--- src/rtl/expadsr_pkg.sv ---
// ----------------------------------------------------------------------------
// expadsr_pkg
// Shared types and codes for the exponential ADSR envelope block.
// ----------------------------------------------------------------------------
package expadsr_pkg;

  // Envelope phases as they appear on the result channel.
  localparam logic [2:0] PH_OFF     = 3'd0;
  localparam logic [2:0] PH_ATTACK  = 3'd1;
  localparam logic [2:0] PH_DECAY   = 3'd2;
  localparam logic [2:0] PH_SUSTAIN = 3'd3;
  localparam logic [2:0] PH_RELEASE = 3'd4;

  // Item kinds.
  localparam logic [1:0] MODE_SAMPLE   = 2'd0;
  localparam logic [1:0] MODE_NOTE_ON  = 2'd1;
  localparam logic [1:0] MODE_NOTE_OFF = 2'd2;

  // Configuration register indexes.
  localparam int unsigned CFG_IDX_W = 3;
  localparam logic [CFG_IDX_W-1:0] REG_ATTACK  = 3'd0;
  localparam logic [CFG_IDX_W-1:0] REG_DECAY   = 3'd1;
  localparam logic [CFG_IDX_W-1:0] REG_RELEASE = 3'd2;
  localparam logic [CFG_IDX_W-1:0] REG_SUSTAIN = 3'd3;
  localparam logic [CFG_IDX_W-1:0] REG_FLOOR   = 3'd4;

  localparam int unsigned CFG_DATA_W = 32;

  // Reset values of the configuration registers.
  localparam logic [31:0] RST_ATTACK  = 32'd1074022178;
  localparam logic [31:0] RST_DECAY   = 32'd0;
  localparam logic [31:0] RST_RELEASE = 32'd1073741824;
  localparam logic [30:0] RST_SUSTAIN = 31'd10737;
  localparam logic [30:0] RST_FLOOR   = 31'd10737;

  typedef struct packed {
    logic [31:0] attack_factor;
    logic [31:0] decay_factor;
    logic [31:0] release_factor;
    logic [30:0] sustain_gain;
    logic [30:0] floor_gain;
  } cfg_t;

  // Envelope state: phase, gain and per-sample step factor.
  typedef struct packed {
    logic [2:0]  phase;
    logic [31:0] gain;
    logic [31:0] factor;
  } env_t;

endpackage

--- src/rtl/expadsr_cfg.sv ---
// ----------------------------------------------------------------------------
// expadsr_cfg
// Configuration register file, written through a plain write port.
// ----------------------------------------------------------------------------
module expadsr_cfg (
  input  logic                                   clk,
  input  logic                                   rst,
  input  logic                                   cfg_wr_en,
  input  logic [expadsr_pkg::CFG_IDX_W-1:0]      cfg_index,
  input  logic [expadsr_pkg::CFG_DATA_W-1:0]     cfg_wdata,
  output expadsr_pkg::cfg_t                      cfg
);

  always_ff @(posedge clk) begin
    if (rst) begin
      cfg.attack_factor  <= expadsr_pkg::RST_ATTACK;
      cfg.decay_factor   <= expadsr_pkg::RST_DECAY;
      cfg.release_factor <= expadsr_pkg::RST_RELEASE;
      cfg.sustain_gain   <= expadsr_pkg::RST_SUSTAIN;
      cfg.floor_gain     <= expadsr_pkg::RST_FLOOR;
    end else if (cfg_wr_en) begin
      case (cfg_index)
        expadsr_pkg::REG_ATTACK:  cfg.attack_factor  <= cfg_wdata;
        expadsr_pkg::REG_DECAY:   cfg.decay_factor   <= cfg_wdata;
        expadsr_pkg::REG_RELEASE: cfg.release_factor <= cfg_wdata;
        expadsr_pkg::REG_SUSTAIN: cfg.sustain_gain   <= cfg_wdata[30:0];
        expadsr_pkg::REG_FLOOR:   cfg.floor_gain     <= cfg_wdata[30:0];
        default: ;
      endcase
    end
  end

endmodule

--- src/rtl/expadsr_mul.sv ---
// ----------------------------------------------------------------------------
// expadsr_mul
// Shared 32x32 unsigned multiplier with a registered product.
// ----------------------------------------------------------------------------
module expadsr_mul (
  input  logic        clk,
  input  logic        en,
  input  logic [31:0] a,
  input  logic [31:0] b,
  output logic [63:0] p
);

  always_ff @(posedge clk) begin
    if (en) begin
      p <= 64'(a) * 64'(b);
    end
  end

endmodule

--- src/rtl/expadsr_core.sv ---
// ----------------------------------------------------------------------------
// expadsr_core
// Envelope sequencer: phase transitions, gain update and sample scaling,
// both multiplies going through one shared multiplier.
// ----------------------------------------------------------------------------
module expadsr_core #(
  parameter int unsigned GAIN_FRAC_BITS = 30,
  parameter int unsigned SAMPLE_WIDTH   = 24
) (
  input  logic                           clk,
  input  logic                           rst,
  input  expadsr_pkg::cfg_t              cfg,
  input  logic                           in_valid,
  output logic                           in_ready,
  input  logic [1:0]                     mode,
  input  logic signed [SAMPLE_WIDTH-1:0] sample_in,
  output logic                           out_valid,
  input  logic                           out_ready,
  output logic signed [SAMPLE_WIDTH-1:0] sample_out,
  output logic [2:0]                     phase,
  output logic                           is_off,
  output logic                           mul_en,
  output logic [31:0]                    mul_a,
  output logic [31:0]                    mul_b,
  input  logic [63:0]                    mul_p
);

  localparam logic [31:0] UNITY = 32'd1 << GAIN_FRAC_BITS;
  localparam logic [63:0] SBIT  = 64'd1 << (SAMPLE_WIDTH - 1);
  localparam logic [63:0] SMAX  = SBIT - 64'd1;
  localparam logic [63:0] FMASK = (64'd1 << GAIN_FRAC_BITS) - 64'd1;

  localparam logic [2:0] S_IDLE = 3'd0;
  localparam logic [2:0] S_CHK  = 3'd1;
  localparam logic [2:0] S_MG   = 3'd2;
  localparam logic [2:0] S_UG   = 3'd3;
  localparam logic [2:0] S_MS   = 3'd4;
  localparam logic [2:0] S_SC   = 3'd5;
  localparam logic [2:0] S_DONE = 3'd6;

  logic [2:0]              state;
  logic [1:0]              mode_q;
  logic [SAMPLE_WIDTH-1:0] sample_q;
  logic [SAMPLE_WIDTH-1:0] y;
  expadsr_pkg::env_t       env;

  expadsr_pkg::env_t       env_a;
  expadsr_pkg::env_t       env_d;
  expadsr_pkg::env_t       env_r;
  expadsr_pkg::env_t       env_next;
  logic                    ended;
  logic                    neg;
  logic [SAMPLE_WIDTH-1:0] mag;
  logic [63:0]             q_s;
  logic                    frac_nz;
  logic [63:0]             r_neg;
  logic [63:0]             y_neg;
  logic [SAMPLE_WIDTH-1:0] y_next;
  logic [31:0]             gain_sat;

  // Entering a phase; a zero factor falls through to the next phase.
  function automatic expadsr_pkg::env_t enter(input logic [2:0] p_in,
                                              input expadsr_pkg::env_t cur,
                                              input expadsr_pkg::cfg_t c);
    expadsr_pkg::env_t r;
    logic [2:0]        p;
    r = cur;
    p = p_in;
    if (p == expadsr_pkg::PH_ATTACK && c.attack_factor == 32'd0) p = expadsr_pkg::PH_DECAY;
    if (p == expadsr_pkg::PH_DECAY && c.decay_factor == 32'd0) p = expadsr_pkg::PH_SUSTAIN;
    if (p == expadsr_pkg::PH_RELEASE && c.release_factor == 32'd0) p = expadsr_pkg::PH_OFF;
    r.phase = p;
    case (p)
      expadsr_pkg::PH_OFF: begin
        r.gain = 32'd0;
      end
      expadsr_pkg::PH_ATTACK: begin
        r.gain   = {1'b0, c.floor_gain};
        r.factor = c.attack_factor;
      end
      expadsr_pkg::PH_DECAY: begin
        r.gain   = UNITY;
        r.factor = c.decay_factor;
      end
      expadsr_pkg::PH_SUSTAIN: begin
        r.gain   = {1'b0, c.sustain_gain};
        r.factor = UNITY;
      end
      default: begin
        r.factor = c.release_factor;
      end
    endcase
    return r;
  endfunction

  // Segment end checks, applied in order on the current gain.
  always_comb begin
    env_a = (env.phase == expadsr_pkg::PH_ATTACK && env.gain >= UNITY)
          ? enter(expadsr_pkg::PH_DECAY, env, cfg) : env;
    env_d = (env_a.phase == expadsr_pkg::PH_DECAY && env_a.gain < {1'b0, cfg.sustain_gain})
          ? enter(expadsr_pkg::PH_SUSTAIN, env_a, cfg) : env_a;
    ended = env_d.phase == expadsr_pkg::PH_RELEASE && env_d.gain < {1'b0, cfg.floor_gain};
    env_r = ended ? enter(expadsr_pkg::PH_OFF, env_d, cfg) : env_d;
    case (mode_q)
      expadsr_pkg::MODE_SAMPLE:   env_next = env_r;
      expadsr_pkg::MODE_NOTE_ON:  env_next = enter(expadsr_pkg::PH_ATTACK, env, cfg);
      expadsr_pkg::MODE_NOTE_OFF: env_next = enter(expadsr_pkg::PH_RELEASE, env, cfg);
      default:                    env_next = env;
    endcase
  end

  // Sample magnitude; the most negative sample maps to its exact magnitude.
  assign neg = sample_q[SAMPLE_WIDTH-1];
  assign mag = neg ? (~sample_q + 1'b1) : sample_q;

  // The same multiplier forms gain*factor first, then magnitude*gain.
  assign mul_en = (state == S_MG) || (state == S_MS);
  assign mul_a  = env.gain;
  assign mul_b  = (state == S_MG) ? env.factor : 32'(mag);

  always_comb begin
    q_s      = mul_p >> GAIN_FRAC_BITS;
    frac_nz  = |(mul_p & FMASK);
    gain_sat = (|q_s[63:32]) ? 32'hFFFF_FFFF : q_s[31:0];
    r_neg    = q_s + 64'(frac_nz);
    if (r_neg > SBIT) r_neg = SBIT;
    y_neg    = 64'd0 - r_neg;
    if (neg) begin
      y_next = y_neg[SAMPLE_WIDTH-1:0];
    end else if (q_s > SMAX) begin
      y_next = SMAX[SAMPLE_WIDTH-1:0];
    end else begin
      y_next = q_s[SAMPLE_WIDTH-1:0];
    end
  end

  assign in_ready = (state == S_IDLE);

  always_ff @(posedge clk) begin
    if (rst) begin
      state      <= S_IDLE;
      env.phase  <= expadsr_pkg::PH_OFF;
      env.gain   <= 32'd0;
      env.factor <= 32'd0;
      out_valid  <= 1'b0;
    end else begin
      // In the final state the output register is loaded below instead.
      if (out_valid && out_ready && state != S_DONE) begin
        out_valid <= 1'b0;
      end
      case (state)
        S_IDLE: begin
          if (in_valid) begin
            mode_q   <= mode;
            sample_q <= sample_in;
            state    <= S_CHK;
          end
        end
        S_CHK: begin
          env <= env_next;
          y   <= '0;
          if (mode_q == expadsr_pkg::MODE_SAMPLE && !ended) begin
            state <= S_MG;
          end else begin
            state <= S_DONE;
          end
        end
        S_MG: begin
          state <= S_UG;
        end
        S_UG: begin
          env.gain <= gain_sat;
          state    <= S_MS;
        end
        S_MS: begin
          state <= S_SC;
        end
        S_SC: begin
          y     <= y_next;
          state <= S_DONE;
        end
        S_DONE: begin
          // The output register may still hold an earlier transaction.
          if (!out_valid || out_ready) begin
            out_valid  <= 1'b1;
            sample_out <= $signed(y);
            phase      <= env.phase;
            is_off     <= (env.phase == expadsr_pkg::PH_OFF);
            state      <= S_IDLE;
          end
        end
        default: begin
          state <= S_IDLE;
        end
      endcase
    end
  end

endmodule

--- src/rtl/exponential_adsr_envelope_top.sv ---
// ----------------------------------------------------------------------------
// exponential_adsr_envelope_top
// Exponential ADSR envelope: gain stepped by a per-segment Q2.30 factor on
// every audio sample, and the sample scaled by the gain.
// ----------------------------------------------------------------------------
// Sequencing: note events, unused-mode items and a sample that ends the release
// go from the check state straight to the result; other audio samples pass
// twice through the shared multiplier first. One item is taken at a time: the
// next is accepted only after the last result is loaded into the output register.
// Reset: synchronous; configuration returns to defaults, phase to off, gain 0.
// ----------------------------------------------------------------------------
module exponential_adsr_envelope_top #(
  parameter int unsigned GAIN_FRAC_BITS = 30,
  parameter int unsigned SAMPLE_WIDTH   = 24
) (
  input  logic                                 clk,
  input  logic                                 rst,
  input  logic                                 cfg_wr_en,
  input  logic [expadsr_pkg::CFG_IDX_W-1:0]    cfg_index,
  input  logic [expadsr_pkg::CFG_DATA_W-1:0]   cfg_wdata,
  input  logic                                 in_valid,
  output logic                                 in_ready,
  input  logic [1:0]                           mode,
  input  logic signed [SAMPLE_WIDTH-1:0]       sample_in,
  output logic                                 out_valid,
  input  logic                                 out_ready,
  output logic signed [SAMPLE_WIDTH-1:0]       sample_out,
  output logic [2:0]                           phase,
  output logic                                 is_off
);

  expadsr_pkg::cfg_t cfg;
  logic              mul_en;
  logic [31:0]       mul_a;
  logic [31:0]       mul_b;
  logic [63:0]       mul_p;

  expadsr_cfg u_cfg (
    .clk       (clk),
    .rst       (rst),
    .cfg_wr_en (cfg_wr_en),
    .cfg_index (cfg_index),
    .cfg_wdata (cfg_wdata),
    .cfg       (cfg)
  );

  expadsr_mul u_mul (
    .clk (clk),
    .en  (mul_en),
    .a   (mul_a),
    .b   (mul_b),
    .p   (mul_p)
  );

  expadsr_core #(
    .GAIN_FRAC_BITS (GAIN_FRAC_BITS),
    .SAMPLE_WIDTH   (SAMPLE_WIDTH)
  ) u_core (
    .clk        (clk),
    .rst        (rst),
    .cfg        (cfg),
    .in_valid   (in_valid),
    .in_ready   (in_ready),
    .mode       (mode),
    .sample_in  (sample_in),
    .out_valid  (out_valid),
    .out_ready  (out_ready),
    .sample_out (sample_out),
    .phase      (phase),
    .is_off     (is_off),
    .mul_en     (mul_en),
    .mul_a      (mul_a),
    .mul_b      (mul_b),
    .mul_p      (mul_p)
  );

endmodule

--- config.mk ---
export PLATFORM = sky130hd
export DESIGN_NAME = exponential_adsr_envelope_top
export DESIGN_NICKNAME = d
export VERILOG_FILES = /design/src/rtl/expadsr_pkg.sv /design/src/rtl/expadsr_cfg.sv /design/src/rtl/expadsr_mul.sv /design/src/rtl/expadsr_core.sv /design/src/rtl/exponential_adsr_envelope_top.sv
export SDC_FILE = /design/constraint.sdc
export NUM_CORES = 2
export LEC_CHECK = 0
export ABC_CLOCK_PERIOD_IN_PS = 12870
export BUFFER_PORTS_ARGS = -buffer_cell sky130_fd_sc_hd__buf_2
export CORE_UTILIZATION = 30
export CTS_CLUSTER_DIAMETER = 80
export DETAILED_ROUTE_END_ITERATION = 8
export MAX_ROUTING_LAYER = met4
export SYNTH_ARGS = -nofsm -noshare
export SYNTH_HDL_FRONTEND = slang
export SYNTH_HIERARCHICAL = 1
export SYNTH_SLANG_ARGS = --single-unit
--- constraint.sdc ---
create_clock -name clk -period 12.87 [get_ports clk]
set_clock_uncertainty 0.2 [all_clocks]
set_input_delay 0.6435 -clock clk [delete_from_list [all_inputs] [get_ports clk]]
set_output_delay 0.6435 -clock clk [all_outputs]
set_load 0.02 [all_outputs]
==> results.toml <==
[floorplan]
die_height_um = 426
die_x_um = 426
start_util_pct = 30.3
fp-row-count = 155
die_area_mm2 = 0.182
ios = 96
coreArea_mm2 = 0.179

[setup_path]
startpoint = "u_core/sample_q[7]$_DFFE_PP_"
cp_slowest_cell = "or4_1"
worstPathArrival_ps = 10290
critPathLaunchType = "register"
end_kind = "register"
max_stage_delay_ps = 600
timing.rr.end = "u_mul/p[57]$_DFFE_PP_"
path_buf_inv = 4
worstSetupPathType = "register to register"
crit_family = "adder cells"
cp_max_fo = 32
critical_path_required_ps = 13010
r2r_slack_ps = 2720
rr_startpoint = "u_core/sample_q[7]$_DFFE_PP_"
reg2regPathDepth = 31
critPathMostFrequentCell = "fa_1"

[sta]
drv_slew = 0
finalCriticalPeriod_ps = 10150
rsz0062_at_grt = "false"
setup_viol = 0
slew_headroom_pct = 17.8
fin_hold_ws_ps = 28.1
setup_tns_ps = 0
finalCritPeriodShare_pct = 78.8
worstMarginPinSlew_ps = 1230
fmax_mhz = 98.6
hold_violations = 0

[run]
cap_viol_max_count = 0

[global_routing]
use_met1_pct = 24.7
grt_first_pass_wirelength_um = 264000
grt_max_degree = 92
grt.total_usage_pct = 19.3
busiest_layer = "met2"
grt_pass1_vias = 44300
grt.overflow.total = 0
gr-usage-met2_pct = 31.4
grt_antenna_before_repair = 4
grtUsageMet3_pct = 2.31

[logic_synthesis]
yosysSeqAreaShare_pct = 16.4
yosys_warnings = 6
syn_inst = 5936
syn_nets = 7229
syn_area_mm2 = 0.0540
async_flop_share_pct = 0
synth_flop_cell = "dfxtp_1"
synth_area_per_cell_um2 = 9.10
ys_types = 106
synth_edf_count = 142
ys_ff_latch = 371

[clocking]
cts.path.max_buffers = 3
cts_resized = 0
path_clk_slew_ps = 60
cts.sinks = 371
clkLatencyLatePin_ps = 600
clockRootBuffer = "clkbuf_16"
cts_tree = "built"
htreeDepth = 2
numCtsBuffers = 45

[min_path]
hold_path_class = "input port to register"
hold_path_depth = 1
hold_start = "sample_in[13]"
holdPathEnd = "u_core/sample_q[13]$_DFFE_PP_"

[place]
dp_hpwl_um = 125000
portBuffers = 95
routabilityCongestion = 0.914

[power_and_ir_drop]
vdd_drop_max_mv = 0.0825
p_leak_uw = 0.0266
powerDensity_mw_per_mm2 = 57.8

[cells_and_area]
final_common_cell = "inv_1"
syn_to_final_growth_pct = 7.60
fin_nets = 7062
layout_common_cells = "939 x inv_1, 896 x fa_1, 657 x nand2_1"
nFillCells = 18400
diodes = 0
drive_above_1_share_pct = 6.36

[drt]
drt_iter0_drc = 3051
routed-via-count = 41500
drc = 0
antenna_left = 0
dr.pass1.iters = 6
drt-total-wl_um = 168000
avgRoutedWirePerCell_um = 20.6
avgViaCountPerCell = 5.09

[run_status]
status = "finished, final reports clean"
[cells by family (layout without fill, tap and decap cells)]
| family | count (synthesis) | in the layout | share of synthesized area, % |
|---|---|---|---|
| adder cells (fa/ha/maj) | 1227 | 1227 | 40.9 |
| flip-flops | 371 | 371 | 16.4 |
| multiplexers | 169 | 169 | 3.14 |
| AO/OA/AOI/OAI | 712 | 712 | 8.79 |
| AND/OR/NAND/NOR | 1990 | 1990 | 19.1 |
| buffers and inverters | 1355 | 1224 | 9.94 |
| XOR/XNOR | 112 | 112 | 1.83 |
[where the power goes]
| group | total (µW) | internal (µW) | leakage [µW] | switching (µW) |
|---|---|---|---|---|
| Clock | 1300 | 772 | 0.000747 | 532 |
| Combinational | 694 | 200 | 0.0227 | 494 |
| Sequential | 1360 | 1290 | 0.00318 | 78.4 |
[area by class of cell]
| cell class | instances | area [µm²] | area share [%] |
|---|---|---|---|
| clock buffer | 65 | 1350 | 2.32 |
| multi-input combinational | 4210 | 40000 | 68.8 |
| timing repair buffer | 201 | 1300 | 2.24 |
| clock inverter | 18 | 161 | 0.278 |
| sequential | 371 | 8850 | 15.2 |
| inverter | 940 | 3530 | 6.07 |
| tap | 2355 | 2950 | 5.07 |
[worst max path at each step]
| stage | cells past startpoint | endpoint |
|---|---|---|
| 6_report | 31 | u_mul/p[57]$_DFFE_PP_ |
| 5_1_grt | 31 | u_mul/p[57]$_DFFE_PP_ |
| 4_1_cts | 31 | u_mul/p[57]$_DFFE_PP_ |
| 3_5_place_dp | 31 | u_mul/p[57]$_DFFE_PP_ |
| 3_3_place_gp | 32 | u_mul/p[60]$_DFFE_PP_ |
| 2_1_floorplan | 31 | u_mul/p[56]$_DFFE_PP_ |
[registers in the layout, summed over array words and instances (netlist names), 3 cells and up]
register	count
u_cfg/cfg	158
u_mul/p	64
u_core/env	35
u_core/mul_a	32
u_core/sample_out	24
u_core/sample_q	24
u_core/y	24
u_core/phase	3
u_core/state	3
[metrics by stage]
stage | total power [µW] | cell area [µm²] | std cells | utilization, % | worst slack, ps
2_1_floorplan | 1780 | 54000 | 5936 | - | 3540
3_3_place_gp | 2060 | 56600 | 8068 | 31.7 | 2950
3_5_place_dp | 2070 | 56600 | 8068 | 31.7 | 2850
4_1_cts | 3380 | 58200 | 8160 | 32.6 | 2810
5_1_grt | 3490 | 58200 | 8160 | 32.6 | 2150
6_report | 3360 | 58200 | 8160 | 32.6 | 2720
[Yosys cell counts (102+ instances only)]
master	count	area share (%)
fa_1	896	33
nand2b_1	176	2.0
a21oi_1	205	1.9
o21ai_0	102	0.94
ha_1	331	7.7
dfxtp_1	229	8.5
nand2_1	659	4.6
inv_1	939	6.5
edfxtp_1	142	7.9
mux2i_1	164	3.0
nor2_1	247	1.7
clkbuf_1	315	2.2
and2_1	607	7.0
[per-layer routing]
metal  vias to the layer above  share of wire (%)
met5                         -                  0
met4                         0                3.8
met3                       287                6.1
met2                      1471                 48
met1                     21300                 42
li1                      18400                  -
[timing repair]
item,in CTS,in global routing
hold buffers,9,0
endpoints found under the hold margin,9,0
setup buffers,0,0
No activity file was read; power rests on OpenSTA's default activity.
